### src/rtl/piecewise_linear_table_interpolator_assert.svh
// Assertion macros for the table interpolator
`ifndef PIECEWISE_LINEAR_TABLE_INTERPOLATOR_ASSERT_SVH
`define PIECEWISE_LINEAR_TABLE_INTERPOLATOR_ASSERT_SVH
// Implication checked every clock, off during reset
`define PLTI_ASSERT_IMP(label, clk, rst_n, ante, cons, msg) \
    label: assert property (@(posedge clk) disable iff (!rst_n) (ante) |-> (cons)) \
        else $error(msg);
// Next-cycle implication, off during reset
`define PLTI_ASSERT_NEXT(label, clk, rst_n, ante, cons, msg) \
    label: assert property (@(posedge clk) disable iff (!rst_n) (ante) |=> (cons)) \
        else $error(msg);
`endif

### src/rtl/plti_pkg.sv
//------------------------------------------------------------------------------
// plti_pkg
// Shared types and constants of the piecewise linear table interpolator.
//------------------------------------------------------------------------------
`default_nettype none
package plti_pkg;
    localparam int MaxPoints = 16;
    localparam int IdxW      = $clog2(MaxPoints);
    localparam int CntW      = $clog2(MaxPoints + 1);
    localparam int DataW     = 16;
    localparam int QDepth    = 2;

    typedef enum logic [1:0] {
        REG_EMPTY = 2'd0,
        REG_INSIDE = 2'd1,
        REG_BELOW = 2'd2,
        REG_ABOVE = 2'd3
    } t_region;

    typedef enum logic [2:0] {
        ST_IDLE, ST_RD, ST_CMP, ST_MUL, ST_DIV, ST_FIX, ST_DONE
    } t_state;

    // Evaluate request travelling from the front to the back
    typedef struct packed {
        logic signed [DataW-1:0] qx;
        logic [CntW-1:0]         n;
    } t_eval_req;
endpackage
`default_nettype wire

### src/rtl/plti_front.sv
//------------------------------------------------------------------------------
// plti_front
// Accepts requests, writes breakpoints, queues evaluate requests.
//------------------------------------------------------------------------------
`default_nettype none
module plti_front (
    input  wire                              i_clk,
    input  wire                              i_rst_n,
    input  wire                              push,
    output logic                             full,
    input  wire                              i_req_type,
    input  wire  [plti_pkg::IdxW-1:0]        i_point_index,
    input  wire  signed [plti_pkg::DataW-1:0] i_point_x,
    input  wire  signed [plti_pkg::DataW-1:0] i_point_y,
    input  wire  signed [plti_pkg::DataW-1:0] i_query_x,
    input  wire  [plti_pkg::CntW-1:0]        i_count,
    output logic                             o_wr_en,
    output logic [plti_pkg::IdxW-1:0]        o_wr_idx,
    output logic [2*plti_pkg::DataW-1:0]     o_wr_data,
    output logic                             o_q_valid,
    output plti_pkg::t_eval_req              o_q_req,
    input  wire                              i_q_take,
    input  wire                              i_back_busy
);
    import plti_pkg::*;

    t_eval_req r_q [QDepth];
    t_eval_req n_q0, n_q1;
    logic [$clog2(QDepth+1)-1:0] r_cnt, n_cnt;
    logic acc, put, wpos;
    logic [CntW-1:0] nclip;

    // a write waits until every queued or running evaluate has finished
    assign full = (r_cnt == QDepth[$clog2(QDepth+1)-1:0])
                  || (!i_req_type && ((r_cnt != '0) || i_back_busy));
    assign acc  = push && !full;
    assign put  = acc && i_req_type;
    // clip the count to the table size
    assign nclip = (i_count > MaxPoints[CntW-1:0]) ? MaxPoints[CntW-1:0] : i_count;

    assign o_wr_en   = acc && !i_req_type;
    assign o_wr_idx  = i_point_index;
    assign o_wr_data = {i_point_x, i_point_y};
    assign o_q_valid = (r_cnt != '0);
    assign o_q_req   = r_q[0];

    // slot of the new entry after the shift
    assign wpos = r_cnt[0] ^ i_q_take;

    always_comb begin
        n_cnt = r_cnt + {{($clog2(QDepth+1)-1){1'b0}}, put}
                      - {{($clog2(QDepth+1)-1){1'b0}}, i_q_take};
        n_q0 = r_q[0];
        n_q1 = r_q[1];
        if (i_q_take) begin
            n_q0 = r_q[1];
        end
        if (put) begin
            if (wpos) begin
                n_q1 = '{qx: i_query_x, n: nclip};
            end else begin
                n_q0 = '{qx: i_query_x, n: nclip};
            end
        end
    end

    // two-entry shift queue
    always_ff @(posedge i_clk) begin
        if (!i_rst_n) begin
            r_cnt <= '0;
        end else begin
            r_cnt <= n_cnt;
        end
        r_q[1'b0] <= n_q0;
        r_q[1'b1] <= n_q1;
    end

    `include "piecewise_linear_table_interpolator_assert.svh"
    `PLTI_ASSERT_IMP(a_no_take_empty, i_clk, i_rst_n, i_q_take, o_q_valid, "take from empty queue")
    `PLTI_ASSERT_IMP(a_cnt_range, i_clk, i_rst_n, 1'b1, r_cnt <= QDepth, "queue count overflow")
    `PLTI_ASSERT_NEXT(a_fill, i_clk, i_rst_n, put && !i_q_take, r_cnt != '0, "queue lost a push")
    `PLTI_ASSERT_IMP(a_wr_quiet, i_clk, i_rst_n, o_wr_en, !o_q_valid && !i_back_busy, "write busy")
endmodule
`default_nettype wire

### src/rtl/plti_back.sv
//------------------------------------------------------------------------------
// plti_back
// Scans the segment table, multiplies and divides, holds one result.
//------------------------------------------------------------------------------
`default_nettype none
module plti_back (
    input  wire                              i_clk,
    input  wire                              i_rst_n,
    input  wire                              i_wr_en,
    input  wire  [plti_pkg::IdxW-1:0]        i_wr_idx,
    input  wire  [2*plti_pkg::DataW-1:0]     i_wr_data,
    input  wire                              i_q_valid,
    input  plti_pkg::t_eval_req              i_q_req,
    output logic                             o_q_take,
    output logic                             o_busy,
    output logic                             empty,
    input  wire                              pop,
    output logic signed [plti_pkg::DataW-1:0] o_result_y,
    output logic [plti_pkg::IdxW-1:0]        o_segment_used,
    output logic [1:0]                       o_region
);
    import plti_pkg::*;

    // breakpoint memory: {x, y}
    logic [2*DataW-1:0] r_mem [MaxPoints];
    logic [2*DataW-1:0] r_rd;
    logic [IdxW-1:0]    r_ra, n_ra;

    t_state r_st, n_st;
    logic signed [DataW-1:0] r_qx, r_x0, r_y0, r_xf, r_yf;
    logic [CntW-1:0]  r_n;
    logic [CntW-1:0]  r_i, n_i;       // index of entry arriving on r_rd
    logic signed [33:0] r_num;        // magnitude work in r_rem/r_quo
    logic [33:0] r_rem;
    logic [33:0] r_quo;
    logic [16:0] r_den;
    logic r_neg;
    logic [5:0] r_bit;
    logic signed [DataW-1:0] r_res;
    logic [IdxW-1:0] r_seg, r_res_seg;
    logic [1:0] r_reg, r_res_reg;
    logic r_full;

    logic signed [DataW-1:0] rx, ry;
    logic signed [16:0] dy, dq, dx;
    logic signed [33:0] prod;
    logic [34:0] trial;
    logic signed [18:0] sum;
    logic hit;

    assign rx = r_rd[2*DataW-1:DataW];
    assign ry = r_rd[DataW-1:0];
    assign empty = !r_full;
    assign o_result_y = r_res;
    assign o_segment_used = r_res_seg;
    assign o_region = r_res_reg;
    assign o_q_take = (r_st == ST_IDLE) && i_q_valid;
    assign o_busy = (r_st != ST_IDLE);

    always_ff @(posedge i_clk) begin
        if (i_wr_en) begin
            r_mem[i_wr_idx] <= i_wr_data;
        end
        r_rd <= r_mem[n_ra];
        r_ra <= n_ra;
    end

    // segment test against entry pair (r_x0, rx)
    assign hit = (r_qx >= r_x0) && (r_qx <= rx);
    assign dy  = 17'(ry) - 17'(r_y0);
    assign dq  = 17'(r_qx) - 17'(r_x0);
    assign dx  = 17'(rx) - 17'(r_x0);
    assign prod = 34'(dy) * 34'(dq);
    assign trial = {r_rem, r_quo[33]} - {18'd0, r_den};
    assign sum = 19'(r_y0) + (r_neg ? -19'(signed'(r_quo[17:0])) : 19'(signed'(r_quo[17:0])));

    always_comb begin
        n_st = r_st;
        n_ra = r_ra;
        n_i  = r_i;
        case (r_st)
            ST_IDLE: begin
                n_ra = '0;
                if (i_q_valid) begin
                    n_st = ST_RD;
                end
            end
            ST_RD: begin
                // entry 0 arrives on r_rd next cycle
                n_ra = '0;
                n_i  = '0;
                n_st = ST_CMP;
            end
            ST_CMP: begin
                n_ra = r_ra + 1'b1;
                n_i  = r_i + 1'b1;
                if (r_n == '0) begin
                    n_st = ST_DONE;
                end else if (r_i != '0 && hit) begin
                    n_st = ST_MUL;
                end else if (r_i + 1'b1 >= r_n) begin
                    n_st = ST_DONE;
                end
            end
            ST_MUL: n_st = ST_DIV;
            ST_DIV: if (r_bit == '0) n_st = ST_FIX;
            ST_FIX: n_st = ST_DONE;
            ST_DONE: if (!r_full || pop) n_st = ST_IDLE;
            default: n_st = ST_IDLE;
        endcase
    end

    always_ff @(posedge i_clk) begin
        if (!i_rst_n) begin
            r_st   <= ST_IDLE;
            r_full <= 1'b0;
        end else begin
            r_st <= n_st;
            if (pop && r_full) r_full <= 1'b0;
            if (r_st == ST_DONE && (!r_full || pop)) r_full <= 1'b1;
        end
        r_i <= n_i;
        case (r_st)
            ST_IDLE: begin
                r_qx <= i_q_req.qx;
                r_n  <= i_q_req.n;
            end
            ST_CMP: begin
                if (r_n == '0) begin
                    r_yf <= '0; r_seg <= '0; r_reg <= REG_EMPTY;
                end else if (r_i == '0) begin
                    r_xf <= rx; r_yf <= ry;
                    r_seg <= '0;
                    r_reg <= (r_qx < rx) ? REG_BELOW : REG_ABOVE;
                end else if (hit) begin
                    r_seg <= IdxW'(r_i - 1'b1);
                    r_reg <= REG_INSIDE;
                    r_yf  <= r_y0;
                    r_den <= dx;
                    r_num <= prod;
                end else begin
                    // clamp to last read entry unless below first
                    if (r_qx >= r_xf) r_yf <= ry;
                end
                r_x0 <= rx;
                r_y0 <= ry;
            end
            ST_MUL: begin
                // go to magnitudes
                r_neg <= r_num[33];
                r_quo <= r_num[33] ? 34'(-r_num) : r_num;
                r_rem <= '0;
                r_bit <= 6'd34;
                r_y0  <= r_yf;
            end
            ST_DIV: begin
                if (r_bit != '0) begin
                    r_bit <= r_bit - 1'b1;
                    if (r_den == '0) begin
                        r_quo <= '0;
                        r_bit <= '0;
                    end else if (!trial[34]) begin
                        r_rem <= trial[33:0];
                        r_quo <= {r_quo[32:0], 1'b1};
                    end else begin
                        r_rem <= {r_rem[32:0], r_quo[33]};
                        r_quo <= {r_quo[32:0], 1'b0};
                    end
                end
            end
            ST_FIX: begin
                if (r_quo[33:17] != '0) begin
                    r_yf <= r_neg ? -16'sd32768 : 16'sd32767;
                end else if (sum > 19'sd32767) begin
                    r_yf <= 16'sd32767;
                end else if (sum < -19'sd32768) begin
                    r_yf <= -16'sd32768;
                end else begin
                    r_yf <= sum[15:0];
                end
            end
            ST_DONE: begin
                // result register holds all fields until popped
                if (!r_full || pop) begin
                    r_res     <= r_yf;
                    r_res_seg <= r_seg;
                    r_res_reg <= r_reg;
                end
            end
            default: ;
        endcase
    end

    `include "piecewise_linear_table_interpolator_assert.svh"
    `PLTI_ASSERT_NEXT(a_hold, i_clk, i_rst_n, r_full && !pop, r_full && $stable(o_result_y), "result lost")
    `PLTI_ASSERT_IMP(a_seg0, i_clk, i_rst_n, r_full && o_region != REG_INSIDE, o_segment_used == '0, "seg")
    `PLTI_ASSERT_IMP(a_take_idle, i_clk, i_rst_n, o_q_take, r_st == ST_IDLE, "take while busy")
endmodule
`default_nettype wire

### src/rtl/piecewise_linear_table_interpolator.sv
//------------------------------------------------------------------------------
// piecewise_linear_table_interpolator
// Breakpoint table with linear interpolation between breakpoints.
//------------------------------------------------------------------------------
// Usage:
//  Input queue: present a request and raise push while full is low. A write
//  request stores one breakpoint and gives no result; an evaluate request
//  gives one result.
//  Result queue: while empty is low the result ports hold the oldest result;
//  pop takes it.
//  point_count is written on the cfg channel (cfg_valid/cfg_ready, always
//  ready); the user must write it only while the block is idle, which the
//  block itself does not enforce.
//  An evaluate reads one table entry per cycle from the breakpoint memory;
//  a matching segment then passes a 34-step restoring divider, which a
//  zero-width segment skips. Writes go straight into the breakpoint memory.
//  A two-entry queue parts the front from the back, so evaluates are taken
//  while a result waits; a write request waits (full high) until every
//  evaluate ahead of it has stored its result. A stalled receiver holds the
//  result and the back.
//  Reset (sync, active low) empties the queues and sets point_count to 0;
//  table contents stay undefined until written.
//------------------------------------------------------------------------------
`default_nettype none
module piecewise_linear_table_interpolator (
    input  wire                               i_clk,
    input  wire                               i_rst_n,
    input  wire                               push,
    output logic                              full,
    input  wire                               i_req_type,
    input  wire  [3:0]                        i_point_index,
    input  wire  signed [plti_pkg::DataW-1:0] i_point_x,
    input  wire  signed [plti_pkg::DataW-1:0] i_point_y,
    input  wire  signed [plti_pkg::DataW-1:0] i_query_x,
    input  wire                               cfg_valid,
    output logic                              cfg_ready,
    input  wire  [4:0]                        i_point_count,
    output logic                              empty,
    input  wire                               pop,
    output logic signed [plti_pkg::DataW-1:0] o_result_y,
    output logic [3:0]                        o_segment_used,
    output logic [1:0]                        o_region
);
    import plti_pkg::*;

    logic [4:0] r_count;
    logic wr_en, q_valid, q_take, back_busy;
    logic [IdxW-1:0] wr_idx;
    logic [2*DataW-1:0] wr_data;
    t_eval_req q_req;

    assign cfg_ready = 1'b1;
    // config register
    always_ff @(posedge i_clk) begin
        if (!i_rst_n) begin
            r_count <= '0;
        end else if (cfg_valid) begin
            r_count <= i_point_count;
        end
    end

    plti_front u_front (
        .i_clk, .i_rst_n, .push, .full, .i_req_type,
        .i_point_index(i_point_index), .i_point_x, .i_point_y, .i_query_x,
        .i_count(CntW'(r_count)),
        .o_wr_en(wr_en), .o_wr_idx(wr_idx), .o_wr_data(wr_data),
        .o_q_valid(q_valid), .o_q_req(q_req), .i_q_take(q_take),
        .i_back_busy(back_busy)
    );

    plti_back u_back (
        .i_clk, .i_rst_n, .i_wr_en(wr_en), .i_wr_idx(wr_idx), .i_wr_data(wr_data),
        .i_q_valid(q_valid), .i_q_req(q_req), .o_q_take(q_take), .o_busy(back_busy),
        .empty, .pop, .o_result_y, .o_segment_used, .o_region
    );
endmodule
`default_nettype wire
### config.mk
export PLATFORM = sky130hd
export DESIGN_NAME = piecewise_linear_table_interpolator
export DESIGN_NICKNAME = d
export VERILOG_FILES = /design/src/rtl/plti_pkg.sv /design/src/rtl/plti_front.sv /design/src/rtl/plti_back.sv /design/src/rtl/piecewise_linear_table_interpolator.sv
export VERILOG_INCLUDE_DIRS = /design/src /design/src/rtl
export SDC_FILE = /design/constraint.sdc
export NUM_CORES = 2
export LEC_CHECK = 0
export BUFFER_PORTS_ARGS = -buffer_cell sky130_fd_sc_hd__buf_2
export CORE_MARGIN = 3
export CORE_UTILIZATION = 45
export CTS_BUF_LIST = sky130_fd_sc_hd__clkbuf_2 sky130_fd_sc_hd__clkbuf_4 sky130_fd_sc_hd__clkbuf_8
export DETAILED_ROUTE_END_ITERATION = 7
export SYNTH_ARGS = -nofsm -noshare
export SYNTH_HDL_FRONTEND = slang
export SYNTH_SLANG_ARGS = --single-unit
### constraint.sdc
create_clock -name i_clk -period 26.1 [get_ports i_clk]
set_clock_uncertainty 0.2 [all_clocks]
set_input_delay 3.915 -clock i_clk [delete_from_list [all_inputs] [get_ports i_clk]]
set_output_delay 3.915 -clock i_clk [all_outputs]
set_load 0.01 [all_outputs]
# ---- Word-level counts from Yosys, hierarchy flattened
# Memory sizes are Yosys's and may differ from the RTL's. A register that Yosys moved wholly into a read port is not among the register bits.
# Index checks and enable logic that the tools add are counted.
dict set report word_totals {
  regBits 259
  ram_bits 554
  output_inout_bits 25
  wordCells 151
  mem_count 2
}
# memory depth word_bits read_ports rd_clocked_by_memory_dff wr line_no
set mem_list {}
lappend mem_list {u_back.r_mem 16 32 1 1 1 plti_back.sv:25} ;# logic [2*DataW-1:0] r_mem [MaxPoints];
lappend mem_list {u_front.r_q 2 21 2 0 2 plti_front.sv:27} ;# t_eval_req r_q [QDepth];
dict set report classes {
  add_sub_neg 13
  n_mul 1
  n_lt_le_gt_ge 8
  n_eq_ne 14
  n_mux 46
  bitwise 3
  n_reduce_logical 41
}
# operator count
set op_table {}
lappend op_table {{$mux W34} 6}
lappend op_table {{$pmux W34 S2} 2}
lappend op_table {{$mux W16} 8}
lappend op_table {{$mux W21} 5}
lappend op_table {{$pmux W16 S2} 2}
lappend op_table {{$sub A16 B16 Y17} 3}
lappend op_table {{$sub A35 B17 Y35} 1}
lappend op_table {{$mul A17 B17 Y34} 1}
lappend op_table {{$neg A34 Y34} 1}
lappend op_table {{$ge A16 B16 Y1} 2}
lappend op_table {{$pmux W3 S7} 1}
lappend op_table {{$add A16 B19 Y19} 1}
lappend op_table {{$gt A19 B16 Y1 const B} 1}
lappend op_table {{$lt A19 B16 Y1 const B} 1}
lappend op_table {{$mux W19} 1}
lappend op_table {{$neg A18 Y19} 1}
lappend op_table {{$mux W3} 6}
lappend op_table {{$logic_not A17 Y1} 1}
lappend op_table {{$reduce_bool A17 Y1} 1}
lappend op_table {{$le A16 B16 Y1} 1}
lappend op_table {{$lt A16 B16 Y1} 1}
lappend op_table {{$mux W6} 2}
lappend op_table {{$pmux W6 S2} 1}
lappend op_table {{$reduce_bool A2 Y1} 6}
lappend op_table {{other kinds (37)} 70}

# ---- Logic depth before layout (Yosys ltp)
dict set report depth {
  word_depth 9
  mapped_depth 35
  depth_no_buf 34
}

# ---- Hierarchy
# A second synthesis with hierarchy kept.
dict set report hier_totals {
  hier_cells 4447
  area_unflattened_um2 49581.3
}
# module instances cells_per_inst area_per_inst_um2 seq_area_each_um2
set modules_own_cells {}
lappend modules_own_cells {plti_back 1 4257 47181.5 23502.5}
lappend modules_own_cells {plti_front 1 172 2195.9 1091.0}
lappend modules_own_cells {piecewise_linear_table_interpolator 1 18 203.9 100.1}

# ---- Least setup slack after synthesis
# No wires, ideal clock.
dict set report synth_timing {
  kind {reg2reg}
  from {reg u_back.r_y0[0]}
  to {reg u_back.r_num[31], data pin}
  setup_time_ns 0.258
  t_arrival_ns 8.024
  t_required_ns 25.642
  setup_slack_ns 17.618
  stages_incl_launch_ff 35
  cell_sequence {edfxtp_1 ha_1 inv_1 fa_1 a21o_1 a21oi_1 nor2b_1 o21a_1 o2111ai_1 nand3_1 a31oi_1 xnor2_1 clkbuf_1 nand2_1 fa_1 inv_1 fa_1 inv_1 fa_1 inv_1 fa_1 fa_1 inv_1 fa_1 inv_1 ha_1 a21o_1 a21o_1 a211oi_1 a211oi_1 a311o_1 a31oi_1 o21ai_0 a21oi_1 xnor2_1}
}
dict set report synth_via {
  elab_chain_cells 2
}
# element line_no
set synth_lines {}
lappend synth_lines {{from (decl)} plti_back.sv:30} ;# logic signed [DataW-1:0] r_qx, r_x0, r_y0, r_xf, r_yf;
lappend synth_lines {{from (signal assigned)} plti_back.sv:146} ;# r_y0 <= ry;
lappend synth_lines {{from (signal assigned)} plti_back.sv:154} ;# r_y0 <= r_yf;
lappend synth_lines {{$sub A16 B16 Y17} plti_back.sv:70} ;# assign dy = 17'(ry) - 17'(r_y0);
lappend synth_lines {{$mul A17 B17 Y34} plti_back.sv:73} ;# assign prod = 34'(dy) * 34'(dq);
lappend synth_lines {{named net u_back.prod[31]} plti_back.sv:46} ;# logic signed [33:0] prod;
lappend synth_lines {{to (signal assigned)} plti_back.sv:140} ;# r_num <= prod;
lappend synth_lines {{to (decl)} plti_back.sv:33} ;# logic signed [33:0] r_num;
# The timed path passes the listed nets, and every way through them passes these cells.
# A chain may end at the register's enable or synchronous reset.

# ---- Final worst setup path
dict set report layout_timing {
  from {reg u_back.r_x0[0]}
  to {reg u_back.r_num[31], data pin}
}
dict set report layout_via {
  elab_chain_cells 2
}
# element line_no
set layout_lines {}
lappend layout_lines {{from (decl)} plti_back.sv:30}
lappend layout_lines {{from (signal assigned)} plti_back.sv:145} ;# r_x0 <= rx;
lappend layout_lines {{$sub A16 B16 Y17} plti_back.sv:71} ;# assign dq = 17'(r_qx) - 17'(r_x0);
lappend layout_lines {{$mul A17 B17 Y34} plti_back.sv:73}
lappend layout_lines {{named net u_back.prod[31]} plti_back.sv:46}
# The timed path passes the listed nets, and every way through them passes these cells.

==> run summary <==
The period utilization is 35.1%. After layout, the minimum clock period comes to 9.16 ns. In this run the tool buffered the top-level ports with 86 buffer cells.

At the pin with the least slew margin, the transition time is 1.13 ns. Leaving out fill and tap cells, the most frequent cells in the layout are edfxtp_1 (777), nand2_1 (775), inv_1 (444), fa_1 (301), nor2_1 (253). In the final layout, the registers with the most flip-flops are u_back.r_mem: 512 flops, u_front.r_q: 42 flops. The number of flip-flops under the largest register name is 512.

The sequential fraction of the synthesis area came out at 49.9%. The number of buffers inserted during clock tree synthesis is 145. Prior to clock tree synthesis, the placed netlist has a worst setup slack of 16.93 ns. The total global-route track usage came out at 22.7%. The fraction of layout instances using a drive strength above 1 is 10.6%. The headroom to the max-slew limit is 24.7%. The wire length on met1 came out at 56800 um. In the routed layout, each cell is associated on average with a via count of 5.53.

The slowest stage of the critical path is the and4_1 cell. The max-capacitance violation count is 0. The number of placed cells counting well taps is 5832. The final-layout setup total negative slack is 0 ns. The post-layout net count is 5143. The CTS sink count is 845. The largest stage delay on the critical path is 0.80 ns. At the end of routability-driven placement, the weighted congestion stood at 0.880. The run finished with clean final reports. In this run the most critical hold path is launched from u_back.r_reg[1]. Leaving out fill and tap cells, the most frequent cell in the layout is edfxtp_1. The worst path setup slack after routing came out at 16.94 ns. The final max-slew violation count was 0.

The arrival time at the worst endpoint came out at 9.53 ns. The area of the placeable core came out at 109000 sq um. The count of cells resized by post-cts repair came out at 0. The length of routed met2 wiring came out at 61400 um. Counting flops with a built-in enable in the synthesized netlist gives 777. The routed wire length per instance came out at 21.0 um. The number of cells traversed by the worst hold path is 0. The number of cell rows is 121.

The total routed wirelength is 128000 um. TritonCTS built the clock tree. The worst reg-to-reg setup slack is 16.94 ns. By area the synthesized netlist is led by edfxtp_1 (47%), fa_1 (12%), nand2_1 (5.9%). The via count is 33748. The final antenna-violating net count came out at 0. The mean instance size in the synthesized netlist came out at 11.1 sq um.

The filler-free cell count of the finished design is 6100. In this run the vertical extent of the chip is 338 um. The kind of start point of the critical path is a flip-flop. The total grt overflow is 0. In this run the worst hold path is classified as reg2reg. The flip-flop and latch count after synthesis is 845.

The clock transition at the registers of the reported paths is 0.06 ns. The final-layout worst hold slack came out at 0.196 ns. The post-synth net total is 5032. The count of different cell masters after synthesis is 84.

Setup repair after global routing left no endpoint under its margin. The first detailed-routing pass took 6 iterations. The number of remaining DRC errors is 0.

Detailed routing placed a total of 7140 um of wire on met3. The depth of the most critical reg-to-reg path is 30. Summed over all instances, the cell type with the most area after synthesis is edfxtp_1. The largest fanout on the critical path is 18. In this run the critical register-to-register path is launched from u_back.r_x0[0]. The post-DP HPWL is 85100 um.

The peak clock frequency supported by timing is 109 MHz. The first-pass GRT wire length is 199000 um. The root buffer cell chosen for the clock tree is clkbuf_8. The boundary pin count is 88.

The via count of the first global-routing pass is 34035. The later pin in the worst-skew pair is clocked with a latency of 0.85 ns. The worst setup path is captured at a flip-flop. The fraction of synthesis flops using an asynchronous set or reset pin came out at 0%.

The register with the most flip-flops in the final layout is u_back.r_mem. The cell count after synthesis is 4454. The critical path data required time came out at 26.47 ns.

The number of antenna violations at the first check in global routing came out at 12. By instance count, the cell type seen most on the critical path is fa_1. The area of the mapped netlist came out at 49500 sq um. The count of synthesis-stage warnings from yosys is 0. The critical path is of the reg2reg type. The flip-flop cell with the highest count after synthesis is edfxtp_1. The number of hold buffers added after CTS was 0. The number of DRC markers after the initial detailed-route iteration is 2545.

Once the floorplan was initialized, standard cells occupied 45.4% of the core. The longest clock path from root to sink contains 3 buffers. For hold timing, the worst endpoint is u_back.o_region[1]. The setup-violating endpoint count in the final report is 0.

The pin count of the biggest net entering global routing is 198. The synthesis-to-finish area growth is 10.5%. The count of final hold-check violations is 0. The floorplan step set the die width to 338 um. The worst register-to-register path ends at u_back.r_num[31]. The die covers 114000 sq um. Once the clock tree was built, the setup fixing pass inserted 0 buffers. The highest metal layer carrying signal wires in the routed design is met5. The top-area cell type share of the netlist area came out at 47.1%.

The number of H-tree levels is 4.
stage by stage:
| stage | instance area [sq um] | util (%) |
|---|---|---|
| 3_5_place_dp | 51700 | 47.5 |
| 6_report | 54700 | 50.2 |
| 5_1_grt | 54700 | 50.2 |
| 4_1_cts | 54700 | 50.2 |
| 2_1_floorplan | 49500 | - |
| 3_3_place_gp | 51700 | 47.5 |
worst max-delay path: cells and delay by family, from the launching register on:
kind	cells	cell delay, ns
XOR/XNOR	1	0.08
adder cells (fa/ha/maj)	9	3.81
AO/OA/AOI/OAI	13	3.06
flip-flops	1	0.40
AND/OR/NAND/NOR	4	1.28
buffers and inverters	3	0.14
worst max-delay path by stage:
stage                   startpoint               end  slack (ns)  cells after the start
floorplan           u_back.r_y0[0]  u_back.r_num[31]       17.62                     34
global placement    u_back.r_x0[0]  u_back.r_num[31]       17.09                     30
detailed placement  u_back.r_x0[0]  u_back.r_num[31]       16.93                     30
CTS                 u_back.r_x0[0]  u_back.r_num[31]       16.95                     30
global route        u_back.r_x0[0]  u_back.r_num[31]       16.30                     29
finish              u_back.r_x0[0]  u_back.r_num[31]       16.94                     30
logic make-up after synthesis:
logic type                 count (synthesis)  synth area share [%]
adders and majority gates                515                  17.6
other                                      1               0.00758
buffers and inverters                    648                  4.97
DFF                                      845                  49.9
xor gates and xnor gates                 181                  3.20
AOI/OAI and AO/OA                        643                  9.00
and+or+nand+nor                         1571                  14.3
muxes                                     50                  1.05
final cells by class:
type / instances / area (sq um)
multi-input cells: 2961 / 22600
inverters: 447 / 1690
fillers: 9768 / 54300
clock inverters: 54 / 437
diodes: 6 / 15.0
flip-flops and latches: 845 / 24700
clock buffers: 208 / 2490
repair buffers: 165 / 1040
well taps: 1414 / 1770
cell usage after synthesis (13+ instances only):
cell and instances:
edfxtp_1 777, nand2_1 777, inv_1 445, fa_1 301, nor2_1 268, ha_1 214, clkbuf_1 187, nand3_1 177
a21oi_1 160, xnor2_1 115, a311oi_1 100, o21ai_0 88, and3_1 75, dfxtp_1 68, xor2_1 66, a21o_1 55
nor3_1 50, nor2b_1 48, a31oi_1 45, mux2i_1 33, nand2b_1 29, or3_1 24, and2_1 23, o21a_1 23
o31ai_1 22, nor4_1 20, a211oi_1 17, mux2_2 17, nand4_1 17, a221o_1 14, o211a_1 14, or2_2 14
or4_1 13
metal layers:
metal	up-vias	global-route usage (%)
li1	15745	-
met1	16922	31.3
met2	880	37.4
met3	195	3.69
met4	6	6.08
met5	-	0
Power is not shown: default switching activity piles up to over one toggle a cycle in this logic, so the estimate is an artifact.
